==> src/rtl/vipl_pkg.sv <==
// Package with the shared types and constants of the speed loop.
`default_nettype none
package vipl_pkg;

  localparam int CFG_IDX_W      = 3;
  localparam int PERIOD_BITS    = 32;
  localparam int ACCEL_MAX_INT  = 5;

  localparam logic [CFG_IDX_W-1:0] REG_ACCEL_FF = 3'd0;
  localparam logic [CFG_IDX_W-1:0] REG_VEL_FF   = 3'd1;
  localparam logic [CFG_IDX_W-1:0] REG_FRICTION = 3'd2;
  localparam logic [CFG_IDX_W-1:0] REG_PROP     = 3'd3;
  localparam logic [CFG_IDX_W-1:0] REG_INTEG    = 3'd4;
  localparam logic [CFG_IDX_W-1:0] REG_LIMIT    = 3'd5;
  localparam logic [CFG_IDX_W-1:0] REG_WEIGHT   = 3'd6;
  localparam logic [CFG_IDX_W-1:0] REG_BACKCALC = 3'd7;

  typedef enum logic [4:0] {
    S_IDLE, S_START, S_HOLD, S_STEP_GO, S_STEP_WT, S_CLAMP, S_DIV_GO, S_DIV_WT,
    S_AFF_GO, S_AFF_WT, S_VFF_GO, S_VFF_WT, S_FF, S_BT_GO, S_BT_WT, S_EW,
    S_P_GO, S_P_WT, S_KIE_GO, S_KIE_WT, S_I_GO, S_I_WT, S_SUM, S_GATE, S_LIMD,
    S_BCG_GO, S_BCG_WT, S_BCT_GO, S_BCT_WT, S_FINAL, S_PUSH
  } state_e;

  typedef enum logic [4:0] {
    OP_NONE, OP_HOLD, OP_STEP, OP_CLAMP, OP_DIV, OP_AFF, OP_VFF, OP_FF, OP_BT,
    OP_EW, OP_P, OP_KIE, OP_I, OP_SUM, OP_GATE, OP_LIMD, OP_BCG, OP_BCT, OP_FINAL
  } op_e;

  typedef struct packed {
    op_e  op;
    logic load;
    logic mul_go;
    logic div_go;
    logic push;
  } cmd_t;

  typedef struct packed {
    logic per_zero;
    logic mul_done;
    logic div_done;
    logic out_free;
  } sts_t;

endpackage
`default_nettype wire

==> src/rtl/vipl_mul.sv <==
// Sequential fixed-point multiplier, eight multiplier bits per cycle, saturating.
`default_nettype none
module vipl_mul #(
  parameter int DATA_WIDTH = 32,
  parameter int FRAC_BITS  = 16,
  parameter int MW         = (DATA_WIDTH > 32) ? DATA_WIDTH : 32
) (
  input  wire logic                         clk_i,
  input  wire logic                         rst_ni,
  input  wire logic                         start_i,
  input  wire logic signed [DATA_WIDTH-1:0] a_i,
  input  wire logic signed [MW:0]           b_i,
  input  wire logic                         sh32_i,
  output logic                              done_o,
  output logic signed [DATA_WIDTH-1:0]      res_o
);
  import vipl_pkg::*;

  localparam int DW   = DATA_WIDTH;
  localparam int NDIG = (MW + 7) / 8;
  localparam int BW   = NDIG * 8;
  localparam int PW   = DW + BW;
  localparam int CW   = $clog2(NDIG + 1);

  logic          busy_q, fin_q, neg_q, sh32_q;
  logic [CW-1:0] cnt_q;
  logic [DW-1:0] amag_q;
  logic [BW-1:0] bmag_q;
  logic [PW-1:0] acc_q;
  logic [DW-1:0] amag_d;
  logic [MW:0]   bneg;
  logic [PW-1:0] r, lim, rc;

  always_ff @(posedge clk_i or negedge rst_ni) begin
    if (!rst_ni) begin
      busy_q <= 1'b0;
      fin_q  <= 1'b0;
      cnt_q  <= '0;
    end else begin
      fin_q <= 1'b0;
      if (start_i) begin
        busy_q <= 1'b1;
        cnt_q  <= '0;
      end else if (busy_q) begin
        cnt_q <= cnt_q + 1'b1;
        if (cnt_q == CW'(NDIG - 1)) begin
          busy_q <= 1'b0;
          fin_q  <= 1'b1;
        end
      end
    end
  end

  assign amag_d = a_i[DW-1] ? DW'(-a_i) : DW'(a_i);
  assign bneg   = b_i[MW] ? (MW+1)'(-b_i) : (MW+1)'(b_i);

  always_ff @(posedge clk_i) begin
    if (start_i) begin
      neg_q  <= a_i[DW-1] ^ b_i[MW];
      sh32_q <= sh32_i;
      amag_q <= amag_d;
      bmag_q <= BW'(bneg[MW-1:0]);
      acc_q  <= '0;
    end else if (busy_q) begin
      acc_q  <= (acc_q << 8) + PW'(amag_q * bmag_q[BW-1 -: 8]);
      bmag_q <= bmag_q << 8;
    end
  end

  always_comb begin
    r   = sh32_q ? (acc_q >> PERIOD_BITS) : (acc_q >> FRAC_BITS);
    lim = neg_q ? (PW'(1) << (DW - 1)) : ((PW'(1) << (DW - 1)) - PW'(1));
    rc  = (r > lim) ? lim : r;
    res_o = neg_q ? $signed(-rc[DW-1:0]) : $signed(rc[DW-1:0]);
  end

  assign done_o = fin_q;

endmodule
`default_nettype wire

==> src/rtl/vipl_div.sv <==
// Restoring divider for the acceleration, one quotient bit per cycle.
`default_nettype none
module vipl_div #(
  parameter int DATA_WIDTH = 32
) (
  input  wire logic                         clk_i,
  input  wire logic                         rst_ni,
  input  wire logic                         start_i,
  input  wire logic [DATA_WIDTH-1:0]        mag_i,
  input  wire logic                         neg_i,
  input  wire logic [31:0]                  per_i,
  output logic                              done_o,
  output logic signed [DATA_WIDTH-1:0]      res_o
);
  import vipl_pkg::*;

  localparam int DW = DATA_WIDTH;
  localparam int NW = DW + PERIOD_BITS;
  localparam int CW = $clog2(NW + 1);

  logic          busy_q, fin_q, neg_q;
  logic [CW-1:0] cnt_q;
  logic [31:0]   rem_q, per_q;
  logic [NW-1:0] quo_q;
  logic [32:0]   rem2, diff;
  logic          ge;

  always_ff @(posedge clk_i or negedge rst_ni) begin
    if (!rst_ni) begin
      busy_q <= 1'b0;
      fin_q  <= 1'b0;
      cnt_q  <= '0;
    end else begin
      fin_q <= 1'b0;
      if (start_i) begin
        busy_q <= 1'b1;
        cnt_q  <= '0;
      end else if (busy_q) begin
        cnt_q <= cnt_q + 1'b1;
        if (cnt_q == CW'(NW - 1)) begin
          busy_q <= 1'b0;
          fin_q  <= 1'b1;
        end
      end
    end
  end

  assign rem2 = {rem_q, quo_q[NW-1]};
  assign diff = rem2 - {1'b0, per_q};
  assign ge   = (rem2 >= {1'b0, per_q});

  always_ff @(posedge clk_i) begin
    if (start_i) begin
      neg_q <= neg_i;
      per_q <= per_i;
      rem_q <= '0;
      quo_q <= {mag_i, {PERIOD_BITS{1'b0}}};
    end else if (busy_q) begin
      rem_q <= ge ? diff[31:0] : rem2[31:0];
      quo_q <= {quo_q[NW-2:0], ge};
    end
  end

  assign res_o  = neg_q ? $signed(-quo_q[DW-1:0]) : $signed(quo_q[DW-1:0]);
  assign done_o = fin_q;

endmodule
`default_nettype wire

==> src/rtl/vipl_ctrl.sv <==
// Controller state machine that sequences one tick through the datapath.
`default_nettype none
module vipl_ctrl (
  input  wire logic           clk_i,
  input  wire logic           rst_ni,
  input  wire logic           in_valid_i,
  output logic                in_ready_o,
  input  wire vipl_pkg::sts_t sts_i,
  output vipl_pkg::cmd_t      cmd_o
);
  import vipl_pkg::*;

  state_e state_q, state_d;

  always_ff @(posedge clk_i or negedge rst_ni) begin
    if (!rst_ni) begin
      state_q <= S_IDLE;
    end else begin
      state_q <= state_d;
    end
  end

  always_comb begin
    state_d = state_q;
    unique case (state_q)
      S_IDLE:    if (in_valid_i) state_d = S_START;
      S_START:   state_d = sts_i.per_zero ? S_HOLD : S_STEP_GO;
      S_HOLD:    state_d = S_PUSH;
      S_STEP_GO: state_d = S_STEP_WT;
      S_STEP_WT: if (sts_i.mul_done) state_d = S_CLAMP;
      S_CLAMP:   state_d = S_DIV_GO;
      S_DIV_GO:  state_d = S_DIV_WT;
      S_DIV_WT:  if (sts_i.div_done) state_d = S_AFF_GO;
      S_AFF_GO:  state_d = S_AFF_WT;
      S_AFF_WT:  if (sts_i.mul_done) state_d = S_VFF_GO;
      S_VFF_GO:  state_d = S_VFF_WT;
      S_VFF_WT:  if (sts_i.mul_done) state_d = S_FF;
      S_FF:      state_d = S_BT_GO;
      S_BT_GO:   state_d = S_BT_WT;
      S_BT_WT:   if (sts_i.mul_done) state_d = S_EW;
      S_EW:      state_d = S_P_GO;
      S_P_GO:    state_d = S_P_WT;
      S_P_WT:    if (sts_i.mul_done) state_d = S_KIE_GO;
      S_KIE_GO:  state_d = S_KIE_WT;
      S_KIE_WT:  if (sts_i.mul_done) state_d = S_I_GO;
      S_I_GO:    state_d = S_I_WT;
      S_I_WT:    if (sts_i.mul_done) state_d = S_SUM;
      S_SUM:     state_d = S_GATE;
      S_GATE:    state_d = S_LIMD;
      S_LIMD:    state_d = S_BCG_GO;
      S_BCG_GO:  state_d = S_BCG_WT;
      S_BCG_WT:  if (sts_i.mul_done) state_d = S_BCT_GO;
      S_BCT_GO:  state_d = S_BCT_WT;
      S_BCT_WT:  if (sts_i.mul_done) state_d = S_FINAL;
      S_FINAL:   state_d = S_PUSH;
      S_PUSH:    if (sts_i.out_free) state_d = S_IDLE;
      default:   state_d = S_IDLE;
    endcase
  end

  always_comb begin
    cmd_o      = '0;
    cmd_o.op   = OP_NONE;
    in_ready_o = 1'b0;
    unique case (state_q)
      S_IDLE: begin
        in_ready_o = 1'b1;
        cmd_o.load = in_valid_i;
      end
      S_START:   cmd_o.op = OP_NONE;
      S_HOLD:    cmd_o.op = OP_HOLD;
      S_STEP_GO: begin cmd_o.op = OP_STEP; cmd_o.mul_go = 1'b1; end
      S_STEP_WT: cmd_o.op = OP_STEP;
      S_CLAMP:   cmd_o.op = OP_CLAMP;
      S_DIV_GO:  begin cmd_o.op = OP_DIV; cmd_o.div_go = 1'b1; end
      S_DIV_WT:  cmd_o.op = OP_DIV;
      S_AFF_GO:  begin cmd_o.op = OP_AFF; cmd_o.mul_go = 1'b1; end
      S_AFF_WT:  cmd_o.op = OP_AFF;
      S_VFF_GO:  begin cmd_o.op = OP_VFF; cmd_o.mul_go = 1'b1; end
      S_VFF_WT:  cmd_o.op = OP_VFF;
      S_FF:      cmd_o.op = OP_FF;
      S_BT_GO:   begin cmd_o.op = OP_BT; cmd_o.mul_go = 1'b1; end
      S_BT_WT:   cmd_o.op = OP_BT;
      S_EW:      cmd_o.op = OP_EW;
      S_P_GO:    begin cmd_o.op = OP_P; cmd_o.mul_go = 1'b1; end
      S_P_WT:    cmd_o.op = OP_P;
      S_KIE_GO:  begin cmd_o.op = OP_KIE; cmd_o.mul_go = 1'b1; end
      S_KIE_WT:  cmd_o.op = OP_KIE;
      S_I_GO:    begin cmd_o.op = OP_I; cmd_o.mul_go = 1'b1; end
      S_I_WT:    cmd_o.op = OP_I;
      S_SUM:     cmd_o.op = OP_SUM;
      S_GATE:    cmd_o.op = OP_GATE;
      S_LIMD:    cmd_o.op = OP_LIMD;
      S_BCG_GO:  begin cmd_o.op = OP_BCG; cmd_o.mul_go = 1'b1; end
      S_BCG_WT:  cmd_o.op = OP_BCG;
      S_BCT_GO:  begin cmd_o.op = OP_BCT; cmd_o.mul_go = 1'b1; end
      S_BCT_WT:  cmd_o.op = OP_BCT;
      S_FINAL:   cmd_o.op = OP_FINAL;
      S_PUSH:    cmd_o.push = sts_i.out_free;
      default:   cmd_o.op = OP_NONE;
    endcase
  end

endmodule
`default_nettype wire

==> src/rtl/vipl_datapath.sv <==
// Datapath: configuration, loop state, working registers and the result register.
`default_nettype none
module vipl_datapath #(
  parameter int DATA_WIDTH = 32,
  parameter int FRAC_BITS  = 16
) (
  input  wire logic                                 clk_i,
  input  wire logic                                 rst_ni,
  input  wire logic                                 cfg_we_i,
  input  wire logic [vipl_pkg::CFG_IDX_W-1:0]       cfg_idx_i,
  input  wire logic [DATA_WIDTH-1:0]                cfg_data_i,
  input  wire logic signed [DATA_WIDTH-1:0]         speed_target_i,
  input  wire logic signed [DATA_WIDTH-1:0]         speed_measured_i,
  input  wire logic [vipl_pkg::PERIOD_BITS-1:0]     step_period_i,
  input  wire vipl_pkg::cmd_t                       cmd_i,
  output vipl_pkg::sts_t                            sts_o,
  input  wire logic                                 out_ready_i,
  output logic                                      out_valid_o,
  output logic signed [DATA_WIDTH-1:0]              torque_out_o,
  output logic signed [DATA_WIDTH-1:0]              feedforward_part_o,
  output logic signed [DATA_WIDTH-1:0]              feedback_part_o,
  output logic                                      integral_frozen_o,
  output logic                                      held_o
);
  import vipl_pkg::*;

  localparam int DW = DATA_WIDTH;
  localparam int GW = DW - 1;
  localparam int MW = (DW > 32) ? DW : 32;
  localparam logic signed [DW-1:0] VMAX = {1'b0, {(DW-1){1'b1}}};
  localparam logic signed [DW-1:0] VMIN = {1'b1, {(DW-1){1'b0}}};
  localparam logic [DW-1:0] STEP_RATE = DW'(ACCEL_MAX_INT) << FRAC_BITS;
  localparam logic [GW-1:0] ONE_Q = GW'(1) << FRAC_BITS;

  function automatic logic signed [DW-1:0] sat_add(input logic signed [DW-1:0] a,
                                                   input logic signed [DW-1:0] b);
    logic signed [DW:0] s;
    s = {a[DW-1], a} + {b[DW-1], b};
    if (s[DW] != s[DW-1]) return s[DW] ? VMIN : VMAX;
    return s[DW-1:0];
  endfunction

  function automatic logic signed [DW-1:0] sat_sub(input logic signed [DW-1:0] a,
                                                   input logic signed [DW-1:0] b);
    logic signed [DW:0] s;
    s = {a[DW-1], a} - {b[DW-1], b};
    if (s[DW] != s[DW-1]) return s[DW] ? VMIN : VMAX;
    return s[DW-1:0];
  endfunction

  function automatic logic signed [DW-1:0] clamp_l(input logic signed [DW-1:0] x,
                                                   input logic [GW-1:0] l);
    logic signed [DW-1:0] lp;
    lp = $signed({1'b0, l});
    if (x > lp) return lp;
    if (x < -lp) return -lp;
    return x;
  endfunction

  function automatic logic signed [MW:0] sext(input logic signed [DW-1:0] x);
    return $signed({{(MW+1-DW){x[DW-1]}}, x});
  endfunction

  // Configuration and loop state.
  logic [GW-1:0]        k_aff_q, k_vff_q, k_p_q, k_i_q, lim_q, beta_q, k_bc_q;
  logic signed [DW-1:0] fric_q;
  logic signed [DW-1:0] traj_q, pew_q, acc_q, last_q;
  logic                 out_valid_q;

  // Per-tick working registers.
  logic signed [DW-1:0] tgt_q, meas_q, stepmax_q, d_q, accel_q, aff_q, vff_q, ff_q;
  logic signed [DW-1:0] e_q, bt_q, ew_q, p_q, kie_q, i_q, ap_q, fbr_q, u_q;
  logic signed [DW-1:0] bcd_q, bc_q, t_q;
  logic [PERIOD_BITS-1:0] per_q;
  logic                 frozen_q, held_q;
  logic signed [DW-1:0] torque_q, ffo_q, fbo_q;
  logic                 frzo_q, heldo_q;

  // Arithmetic units.
  logic signed [DW-1:0] mul_a;
  logic signed [MW:0]   mul_b;
  logic                 mul_sh32, mul_done, div_done;
  logic signed [DW-1:0] mul_res, div_res;

  logic signed [DW:0]   diff, smx;
  logic signed [DW-1:0] d_next, u_raw, u_alt, acc_new, lp;
  logic                 sat_hit, same_dir, frz;
  logic signed [MW:0]   per_b;

  assign per_b = $signed({{(MW+1-PERIOD_BITS){1'b0}}, per_q});

  always_comb begin
    mul_a    = '0;
    mul_b    = '0;
    mul_sh32 = 1'b0;
    case (cmd_i.op)
      OP_STEP: begin mul_a = $signed(STEP_RATE); mul_b = per_b; mul_sh32 = 1'b1; end
      OP_AFF:  begin mul_a = $signed({1'b0, k_aff_q}); mul_b = sext(accel_q); end
      OP_VFF:  begin mul_a = $signed({1'b0, k_vff_q}); mul_b = sext(tgt_q); end
      OP_BT:   begin mul_a = $signed({1'b0, beta_q}); mul_b = sext(tgt_q); end
      OP_P:    begin mul_a = $signed({1'b0, k_p_q}); mul_b = sext(sat_sub(ew_q, pew_q)); end
      OP_KIE:  begin mul_a = $signed({1'b0, k_i_q}); mul_b = sext(e_q); end
      OP_I:    begin mul_a = kie_q; mul_b = per_b; mul_sh32 = 1'b1; end
      OP_BCG:  begin mul_a = $signed({1'b0, k_bc_q}); mul_b = sext(bcd_q); end
      OP_BCT:  begin mul_a = bc_q; mul_b = per_b; mul_sh32 = 1'b1; end
      default: begin mul_a = '0; mul_b = '0; mul_sh32 = 1'b0; end
    endcase
  end

  vipl_mul #(
    .DATA_WIDTH (DATA_WIDTH),
    .FRAC_BITS  (FRAC_BITS),
    .MW         (MW)
  ) u_mul (
    .clk_i   (clk_i),
    .rst_ni  (rst_ni),
    .start_i (cmd_i.mul_go),
    .a_i     (mul_a),
    .b_i     (mul_b),
    .sh32_i  (mul_sh32),
    .done_o  (mul_done),
    .res_o   (mul_res)
  );

  vipl_div #(
    .DATA_WIDTH (DATA_WIDTH)
  ) u_div (
    .clk_i   (clk_i),
    .rst_ni  (rst_ni),
    .start_i (cmd_i.div_go),
    .mag_i   (d_q[DW-1] ? DW'(-d_q) : DW'(d_q)),
    .neg_i   (d_q[DW-1]),
    .per_i   (per_q),
    .done_o  (div_done),
    .res_o   (div_res)
  );

  always_comb begin
    diff = {tgt_q[DW-1], tgt_q} - {traj_q[DW-1], traj_q};
    smx  = {stepmax_q[DW-1], stepmax_q};
    if (diff > smx) d_next = stepmax_q;
    else if (diff < -smx) d_next = -stepmax_q;
    else d_next = diff[DW-1:0];

    lp       = $signed({1'b0, lim_q});
    u_raw    = sat_add(ff_q, fbr_q);
    u_alt    = sat_add(ff_q, ap_q);
    sat_hit  = (u_raw >= lp) || (u_raw <= -lp);
    same_dir = ((e_q > 0) && (u_raw > 0)) || ((e_q < 0) && (u_raw < 0));
    frz      = sat_hit && same_dir;
    acc_new  = sat_add(fbr_q, t_q);
  end

  always_ff @(posedge clk_i or negedge rst_ni) begin
    if (!rst_ni) begin
      k_aff_q     <= '0;
      k_vff_q     <= '0;
      fric_q      <= '0;
      k_p_q       <= '0;
      k_i_q       <= '0;
      lim_q       <= ONE_Q;
      beta_q      <= ONE_Q;
      k_bc_q      <= '0;
      traj_q      <= '0;
      pew_q       <= '0;
      acc_q       <= '0;
      last_q      <= '0;
      out_valid_q <= 1'b0;
    end else begin
      if (cfg_we_i) begin
        unique case (cfg_idx_i)
          REG_ACCEL_FF: k_aff_q <= cfg_data_i[GW-1:0];
          REG_VEL_FF:   k_vff_q <= cfg_data_i[GW-1:0];
          REG_FRICTION: fric_q  <= $signed(cfg_data_i);
          REG_PROP:     k_p_q   <= cfg_data_i[GW-1:0];
          REG_INTEG:    k_i_q   <= cfg_data_i[GW-1:0];
          REG_LIMIT:    lim_q   <= cfg_data_i[GW-1:0];
          REG_WEIGHT:   beta_q  <= cfg_data_i[GW-1:0];
          REG_BACKCALC: k_bc_q  <= cfg_data_i[GW-1:0];
          default:      k_bc_q  <= k_bc_q;
        endcase
      end
      if (cmd_i.div_go) begin
        traj_q <= sat_add(traj_q, d_q);
      end
      if (cmd_i.op == OP_FINAL) begin
        acc_q  <= acc_new;
        last_q <= clamp_l(sat_add(ff_q, acc_new), lim_q);
        pew_q  <= ew_q;
      end
      if (cmd_i.push) begin
        out_valid_q <= 1'b1;
      end else if (out_ready_i) begin
        out_valid_q <= 1'b0;
      end
    end
  end

  always_ff @(posedge clk_i) begin
    if (cmd_i.load) begin
      tgt_q    <= speed_target_i;
      meas_q   <= speed_measured_i;
      per_q    <= step_period_i;
      frozen_q <= 1'b0;
      held_q   <= 1'b0;
    end
    if (mul_done) begin
      case (cmd_i.op)
        OP_STEP: stepmax_q <= mul_res;
        OP_AFF:  aff_q     <= mul_res;
        OP_VFF:  vff_q     <= mul_res;
        OP_BT:   bt_q      <= mul_res;
        OP_P:    p_q       <= mul_res;
        OP_KIE:  kie_q     <= mul_res;
        OP_I:    i_q       <= mul_res;
        OP_BCG:  bc_q      <= mul_res;
        OP_BCT:  t_q       <= mul_res;
        default: t_q       <= t_q;
      endcase
    end
    if (div_done) begin
      accel_q <= div_res;
    end
    case (cmd_i.op)
      OP_HOLD: begin
        ff_q   <= '0;
        held_q <= 1'b1;
      end
      OP_CLAMP: d_q <= d_next;
      OP_FF: begin
        ff_q <= sat_add(sat_add(aff_q, vff_q), fric_q);
        e_q  <= sat_sub(tgt_q, meas_q);
      end
      OP_EW: ew_q <= sat_sub(bt_q, meas_q);
      OP_SUM: begin
        ap_q  <= sat_add(acc_q, p_q);
        fbr_q <= sat_add(sat_add(acc_q, p_q), i_q);
      end
      OP_GATE: begin
        frozen_q <= frz;
        fbr_q    <= frz ? ap_q : fbr_q;
        u_q      <= frz ? u_alt : u_raw;
      end
      OP_LIMD: bcd_q <= sat_sub(clamp_l(u_q, lim_q), u_q);
      default: bcd_q <= bcd_q;
    endcase
    if (cmd_i.push) begin
      torque_q <= last_q;
      ffo_q    <= ff_q;
      fbo_q    <= acc_q;
      frzo_q   <= frozen_q;
      heldo_q  <= held_q;
    end
  end

  assign sts_o.per_zero = (per_q == '0);
  assign sts_o.mul_done = mul_done;
  assign sts_o.div_done = div_done;
  assign sts_o.out_free = !out_valid_q || out_ready_i;

  assign out_valid_o        = out_valid_q;
  assign torque_out_o       = torque_q;
  assign feedforward_part_o = ffo_q;
  assign feedback_part_o    = fbo_q;
  assign integral_frozen_o  = frzo_q;
  assign held_o             = heldo_q;

endmodule
`default_nettype wire

==> src/rtl/velocity_incremental_pi_loop.sv <==
// Top level of the forward speed loop: feedforward plus incremental PI control.
//
// One input beat on the s_axis side carries a speed target, a measured speed and
// the tick period; for each one the block returns exactly one result beat on the
// m_axis side with the clamped torque, the feedforward and feedback parts and two
// flags. The user must write gains and limits through the cfg port while the
// block idles; the block itself does not enforce this.
//
// The block works on one tick at a time: nine products go through one serial
// multiplier, which takes its operand in byte digits (four at the defaults), and
// the acceleration comes from a one-bit-per-cycle divider. A zero period skips
// the computation and goes from the start state through the hold state to the
// push state. s_axis_tready is high only while no tick is in progress.
//
// The result sits in an output register; a new input beat is taken while it
// waits. When the receiver stalls with a result still pending, the next tick
// finishes and then waits until the output register frees up.
// Reset clears the loop state to zero, the torque limit and set-point weight
// to 1.0 and the other configuration registers to zero.
`default_nettype none
module velocity_incremental_pi_loop #(
  parameter int DATA_WIDTH = 32,
  parameter int FRAC_BITS  = 16
) (
  input  wire logic                                 clk_i,
  input  wire logic                                 rst_ni,
  input  wire logic                                 cfg_we_i,
  input  wire logic [vipl_pkg::CFG_IDX_W-1:0]       cfg_idx_i,
  input  wire logic [DATA_WIDTH-1:0]                cfg_data_i,
  input  wire logic                                 s_axis_tvalid,
  output logic                                      s_axis_tready,
  // speed_target, speed_measured, step_period
  input  wire logic [((2*DATA_WIDTH+32+7)/8)*8-1:0] s_axis_tdata,
  output logic                                      m_axis_tvalid,
  input  wire logic                                 m_axis_tready,
  // torque_out, feedforward_part, feedback_part
  output logic [((3*DATA_WIDTH+7)/8)*8-1:0]         m_axis_tdata,
  // integral_frozen, held
  output logic [1:0]                                m_axis_tuser
);
  import vipl_pkg::*;

  localparam int DW    = DATA_WIDTH;
  localparam int OUT_W = ((3*DW+7)/8)*8;

  cmd_t cmd;
  sts_t sts;
  logic signed [DW-1:0] torque, ffp, fbp;
  logic frozen, held;

  vipl_ctrl u_ctrl (
    .clk_i      (clk_i),
    .rst_ni     (rst_ni),
    .in_valid_i (s_axis_tvalid),
    .in_ready_o (s_axis_tready),
    .sts_i      (sts),
    .cmd_o      (cmd)
  );

  vipl_datapath #(
    .DATA_WIDTH (DATA_WIDTH),
    .FRAC_BITS  (FRAC_BITS)
  ) u_dp (
    .clk_i              (clk_i),
    .rst_ni             (rst_ni),
    .cfg_we_i           (cfg_we_i),
    .cfg_idx_i          (cfg_idx_i),
    .cfg_data_i         (cfg_data_i),
    .speed_target_i     ($signed(s_axis_tdata[DW-1:0])),
    .speed_measured_i   ($signed(s_axis_tdata[2*DW-1:DW])),
    .step_period_i      (s_axis_tdata[2*DW+PERIOD_BITS-1:2*DW]),
    .cmd_i              (cmd),
    .sts_o              (sts),
    .out_ready_i        (m_axis_tready),
    .out_valid_o        (m_axis_tvalid),
    .torque_out_o       (torque),
    .feedforward_part_o (ffp),
    .feedback_part_o    (fbp),
    .integral_frozen_o  (frozen),
    .held_o             (held)
  );

  assign m_axis_tdata = OUT_W'({fbp, ffp, torque});
  assign m_axis_tuser = {held, frozen};

endmodule
`default_nettype wire

==> config.mk <==
export PLATFORM = sky130hd
export DESIGN_NAME = velocity_incremental_pi_loop
export DESIGN_NICKNAME = d
export VERILOG_FILES = /design/src/rtl/vipl_pkg.sv /design/src/rtl/vipl_mul.sv /design/src/rtl/vipl_div.sv /design/src/rtl/vipl_ctrl.sv /design/src/rtl/vipl_datapath.sv /design/src/rtl/velocity_incremental_pi_loop.sv
export SDC_FILE = /design/constraint.sdc
export NUM_CORES = 2
export LEC_CHECK = 0
export BUFFER_PORTS_ARGS = -buffer_cell sky130_fd_sc_hd__buf_4
export CORE_UTILIZATION = 45
export DETAILED_ROUTE_END_ITERATION = 16
export HOLD_SLACK_MARGIN = 0.1
export MAX_ROUTING_LAYER = met4
export PLACE_DENSITY_LB_ADDON = 0.2
export SLEW_MARGIN = 20
export SYNTH_ARGS = -nofsm -noshare
export SYNTH_HDL_FRONTEND = slang
export SYNTH_SLANG_ARGS = --single-unit
==> constraint.sdc <==
create_clock -name clk_i -period 12.5 [get_ports clk_i]
set_input_delay 2.5 -clock clk_i [delete_from_list [all_inputs] [get_ports clk_i]]
set_output_delay 2.5 -clock clk_i [all_outputs]
set_load 0.02 [all_outputs]
== Word level (Yosys, flattened, before mapping) ==
Cells that the tools add are included.

* Bits in registers: 1,428
* Bits in latches: 0
* Memory bits (writable): 0
* Bits in read-only memories: 0
* Logic and storage cells: 378
* Memories kept: 0

* $add $sub $neg: 26
* Multiply operators: 1
* Div/mod/pow operators: 0
* Magnitude comparators: 14
* Equal/unequal tests: 82
* Shifts and indexed selects: 0
* Muxes and demuxes: 146
* Bitwise logic cells: 1
* Reduce and logical (&&, ||, !) cells: 49

{| class="wikitable"
|+ Operator list
! operator !! count
|-
| $mux 32 || 64
|-
| $add 32x32->33 || 9
|-
| $pmux 32 s9 || 1
|-
| $pmux 33 s6 || 1
|-
| $neg 32->32 || 6
|-
| $sub 32x32->33 || 5
|-
| $pmux 5 s30 || 1
|-
| $mux 64 || 2
|-
| $pmux 32 s2 || 2
|-
| $eq 5x5->1 const B || 18
|-
| $pmux 5 s18 || 1
|-
| $eq 5x4->1 const B || 16
|-
| $add 64x40->64 || 1
|-
| $gt 32x1->1 const B || 2
|-
| $gt 32x32->1 || 2
|-
| $lt 32x1->1 const B || 2
|-
| $lt 32x32->1 || 2
|-
| $mux 5 || 12
|-
| $mux 1 || 56
|-
| $gt 48x32->1 || 1
|-
| $mux 48 || 1
|-
| $mul 32x8->40 || 1
|-
| $reduce_and 2->1 || 18
|-
| $eq 5x3->1 const B || 7
|-
| other kinds (34) || 88
|}

== Depth between registers and ports, before layout ==
* Word-level depth: 17
* Gate-level depth with buffers: 49

== Cells and area by module ==
Synthesis repeated with hierarchy kept, for this count alone.

* Cell total of the unflattened synthesis: 10,202
* Area total of the unflattened synthesis: 101,919.0 um2

{| class="wikitable"
|+ Modules (own cells, without submodules)
! module !! instances !! cells each !! area each (um2) !! sequential area each (um2)
|-
| vipl_datapath || 1 || 7,275 || 75,766.4 || 32,633.8
|-
| vipl_mul || 1 || 2,021 || 17,650.7 || 3,388.2
|-
| vipl_div || 1 || 799 || 7,767.4 || 3,458.3
|-
| vipl_ctrl || 1 || 105 || 719.4 || 125.1
|-
| velocity_incremental_pi_loop || 1 || 2 || 15.0 || 0.0
|}

== Worst setup path after synthesis ==
OpenSTA, ideal clock, no wires.

* Path type: input port to flip-flop
* Start point: in m_axis_tready
* End point: reg u_dp.fbo_q[0] (netlist: u_dp.feedback_part_o[0]), enable pin
* Setup time: 675 ps
* Data arrival time: 9,173 ps
* Path slack: 2,653 ps
* Cell stages on the path: 2
* Buffers on the path: 0
* Cell sequence: nor2b_1 -> nor3_1

{| class="wikitable"
|+ RTL lines
! item !! line !! text
|-
| start, declared || velocity_incremental_pi_loop.sv:35 || <nowiki>input wire logic m_axis_tready,</nowiki>
|-
| end signal, assigned || vipl_datapath.sv:250 || <nowiki>fbo_q <= acc_q;</nowiki>
|-
| end, declared || vipl_datapath.sv:76 || <nowiki>logic signed [DW-1:0] torque_q, ffo_q, fbo_q;</nowiki>
|}

== Worst setup path in the final report ==
* Start point: reg u_dp.fbr_q[0]
* End point: reg u_dp.last_q[27]

* Cells in the longest elaborated chain, start to end: 16

{| class="wikitable"
|+ Ends and longest elaborated chain
! item !! line !! text
|-
| start, declared || vipl_datapath.sv:72 || <nowiki>logic signed [DW-1:0] e_q, bt_q, ew_q, p_q, kie_q, i_q, ap_q, fbr_q, u_q;</nowiki>
|-
| start signal, assigned || vipl_datapath.sv:237 || <nowiki>fbr_q <= sat_add(sat_add(acc_q, p_q), i_q);</nowiki>
|-
| start signal, assigned || vipl_datapath.sv:241 || <nowiki>fbr_q <= frz ? ap_q : fbr_q;</nowiki>
|-
| $add 32x32->33 * || vipl_datapath.sv:38 || <nowiki>s = {a[DW-1], a} + {b[DW-1], b};</nowiki>
|-
| $mux 32 or $ne 1x1->1 (tied branches) || vipl_datapath.sv:39 || <nowiki>if (s[DW] != s[DW-1]) return s[DW] ? VMIN : VMAX;</nowiki>
|-
| $mux 32 or $mux 1 (tied branches) || vipl_datapath.sv:39 ||
|-
| $mux 32 * || vipl_datapath.sv:40 || <nowiki>return s[DW-1:0];</nowiki>
|-
| via u_dp.acc_new[12] || vipl_datapath.sv:86 || <nowiki>logic signed [DW-1:0] d_next, u_raw, u_alt, acc_new, lp;</nowiki>
|-
| $add 32x32->33 * || vipl_datapath.sv:38 ||
|-
| $ne 1x1->1 || vipl_datapath.sv:39 ||
|-
| $mux 1 || vipl_datapath.sv:39 ||
|-
| $mux 1 || vipl_datapath.sv:186 || <nowiki>if (cmd_i.op == OP_FINAL) begin</nowiki>
|-
| $mux 32 * || vipl_datapath.sv:40 ||
|-
| $mux 32 * || vipl_datapath.sv:186 ||
|-
| $lt 32x32->1 || vipl_datapath.sv:56 || <nowiki>if (x < -lp) return -lp;</nowiki>
|-
| $mux 1 (2 in a row) || vipl_datapath.sv:56 ||
|-
| $mux 1 || vipl_datapath.sv:186 ||
|-
| $mux 32 || vipl_datapath.sv:57 || <nowiki>return x;</nowiki>
|-
| $mux 32 * || vipl_datapath.sv:56 ||
|-
| end signal, assigned || vipl_datapath.sv:188 || <nowiki>last_q <= clamp_l(sat_add(ff_q, acc_new), lim_q);</nowiki>
|-
| end, declared || vipl_datapath.sv:67 || <nowiki>logic signed [DW-1:0] traj_q, pew_q, acc_q, last_q;</nowiki>
|}

The timed path passes the listed nets; every way through them passes the cells marked *. The select of a mux whose other input is x is not followed.
A chain may end at the register's enable or synchronous reset.

==> run_results.csv <==
group,metric,value,unit
final_layout,drive_above_1_share,11.5,%
route,dr.pass1.iters,13,
route,routed_wl,378000,um
route,wl_per_cell,28.1,um
setup_path,crit_path_max_fanout,33,
route,drc,0,
synth,synth_common_cells,"902 x edfxtp_1, 860 x nand2_1, 845 x ha_1",
clocking,cts_sinks,1428,
synth,synth_most_common_cell,"edfxtp_1",
synth,yosys.area_share.simple,12.6,%
setup_path,crit_required,13170,ps
place,io_buffers,235,
floorplanning,start_util,45.4,%
setup_path,cp_slowest_stage_delay,750,ps
clocking,post_cts_resized,0,
sta,post-route-period-util,93.0,%
hold_path,hold_class,"register to register",
synth,synth_top_family_by_area,"compound AO/OA/AOI/OAI gates",
synth,netlist_instances,10100,
synth,synth.top_cell.area_share,27.1,%
grt,grt_max_degree,143,
synth,synth_top_area_cell,"edfxtp_1",
clocking,cts_max_path_buffers,3,
synth,ys.flop_type,"edfxtp_1",
grt,overflow,0,
setup_path,r2r-start,"u_dp.fbr_q[0]$_DFFE_PP_",
synth,synth_edf_count,902,
setup_path,crit_path_end_kind,"register",
route,drt_iter0_drc,9120,
setup_path,ff2ff_setup_slack,880,ps
synth,synth_compound_area_share,17.5,%
synth,synth_adder_area_share,15.8,%
synth,async_flop_share,27.8,%
floorplanning,fp.dieW,474,um
sta,finalHoldViolCount,0,
grt,grt_pass1_vias,78400,
final_layout,final_cells,13500,
final_layout,area_delta_synth_final,11.7,%
sta,fin_setup_tns,0,ps
floorplanning,boundaryPins,236,
floorplanning,rows,172,
clocking,post_cts_buffers,0,
route,vias,82400,
place,gp_congestion,1.02,
floorplanning,die_h,474,um
synth,synth_cell_types,99,
final_layout,fin_nets,11500,
sta,period_needed,11620,ps
synth,synth-seq-cells,1428,
clocking,htreeDepth,4,
synth,syn_area_per_cell,9.89,um2
place,dpl.hpwl,289000,um
setup_path,endpoint,"u_dp.last_q[27]$_DFFE_PN0N_",
grt,grt_pass1_wl,542000,um
run_status,outcome,"finished, final reports clean",
clocking,clk-insertion-delay-late,850,ps
setup_path,worst_r2r_endpoint,"u_dp.last_q[27]$_DFFE_PN0N_",
synth,synthesis.nets,11300,
synth,yosys_warnings,0,
synth,ys_seq_area_share,39.6,%
sta,drv_slew,0,
sta,whs,453,ps
setup_path,arrival,12290,ps
grt,grt_antenna_before_repair,67,
synth,synth_area_leaders,"edfxtp_1 27%, ha_1 11%, dfrtp_1 9.9%, fa_1 4.5%, o21ai_0 3.9%",
clocking,cts_root_buf,"clkbuf_16",
sta,clock.fmax,86.1,MHz
sta,worstMarginPinSlew,1270,ps
route,drt.antenna.violating_nets,0,
final_layout,largestRegisters,"u_dp.u_div.quo_q (64), u_dp.u_mul.acc_q (64)",
setup_path,cp-start-kind,"register",
clocking,clk_pin_slew,60,ps
place,placed_cells_incl_taps,13100,
setup_path,ff2ff_path_depth,42,
clocking,cts_tree,"built",
sta,setup_viol,0,
synth,synth_xor_area_share,5.40,%
synth,syn-cell-area,0.100,mm2
setup_path,timing_worst_setup_path_type,"register to register",
floorplanning,core,0.220,mm2
setup_path,cp_slowest_cell,"o21ai_0",
synth,synth_mux_area_share,5.18,%
clocking,hold_buffers,0,
setup_path,critical_path.most_common_cell,"o21ai_0",
sta,fin_skew,39.6,ps
job,drv_cap,0,
sta,rsz0062_at_grt,"false",
sta,slew_headroom,15.1,%
grt,grtUsageTotal,34.1,%
route,viasPerCell,6.12,
floorplanning,dieArea,0.224,mm2
setup_path,startpoint,"u_dp.fbr_q[0]$_DFFE_PP_",
clocking,numCtsBuffers,165,
-- layout by cell type (no fill, tap or decap), types with 377 or more instances in the layout --
master,Yosys,final
ha_1,845,845
nand2_1,860,859
inv_1,648,646
buf_4,2,406
edfxtp_1,902,902
nor2_1,612,602
a21oi_1,755,741
dfrtp_1,395,391
xnor2_1,377,377
o21ai_0,778,772
-- kinds of logic after synthesis --
| logic type | after synthesis |
|---|---|
| simple gates | 2649 |
| xor+xnor | 616 |
| buf+inv | 1025 |
| fa+ha+maj | 1143 |
| mux | 475 |
| flops | 1428 |
| compound gates | 2783 |
-- per-stage QoR --
step                      area, um2  util [%]  worst slack (ps)
after floorplan              100000         -              2650
after global placement       106000      48.1               913
after detailed placement     106000      48.1              1140
after CTS                    112000      50.7              1100
after global routing         112000      50.7               325
final                        112000      50.7               879
-- worst max-delay path, delay by kind of cell, from the launching register on --
family                     cells  cell delay (ps)
DFF                            1              370
AOI/OAI and AO/OA             19             5510
adders and majority gates      5             1510
and+or+nand+nor               12             3090
buffers and inverters          6              970
-- per-layer routing --
metal	track usage, %	vias to the layer above	wire, um
met5	-	-	0
li1	-	37500	-
met1	43.3	40800	156000
met3	5.23	845	27000
met2	52.5	3319	172000
met4	18.1	0	22700
-- area by class of cell --
class	count	area, um2
clock buffer	199	4430
timing repair buffer	412	3130
inverter	651	2450
sequential	1428	39600
tap	2958	3700
antenna	54	135
clock inverter	111	1230
multi-input combinational	7666	57100
fill	20300	109000
-- worst min-delay path by stage --
stage	slack, ps	from	cells past startpoint	end
2_1_floorplan	400	u_dp.frozen_q$_SDFFCE_PN0P_	0	u_dp.integral_frozen_o$_DFFE_PP_
3_3_place_gp	430	u_dp.held_q$_SDFFE_PP1P_	0	u_dp.held_o$_DFFE_PP_
3_5_place_dp	430	u_dp.held_q$_SDFFE_PP1P_	0	u_dp.held_o$_DFFE_PP_
4_1_cts	450	u_dp.last_q[21]$_DFFE_PN0N_	0	u_dp.torque_out_o[21]$_DFFE_PP_
5_1_grt	460	u_dp.last_q[21]$_DFFE_PN0N_	0	u_dp.torque_out_o[21]$_DFFE_PP_
6_report	450	u_dp.last_q[21]$_DFFE_PN0N_	0	u_dp.torque_out_o[21]$_DFFE_PP_
Power is left out: the tool's default activity adds up to more than one toggle a clock period on the data nets, which glitch-free logic cannot reach.
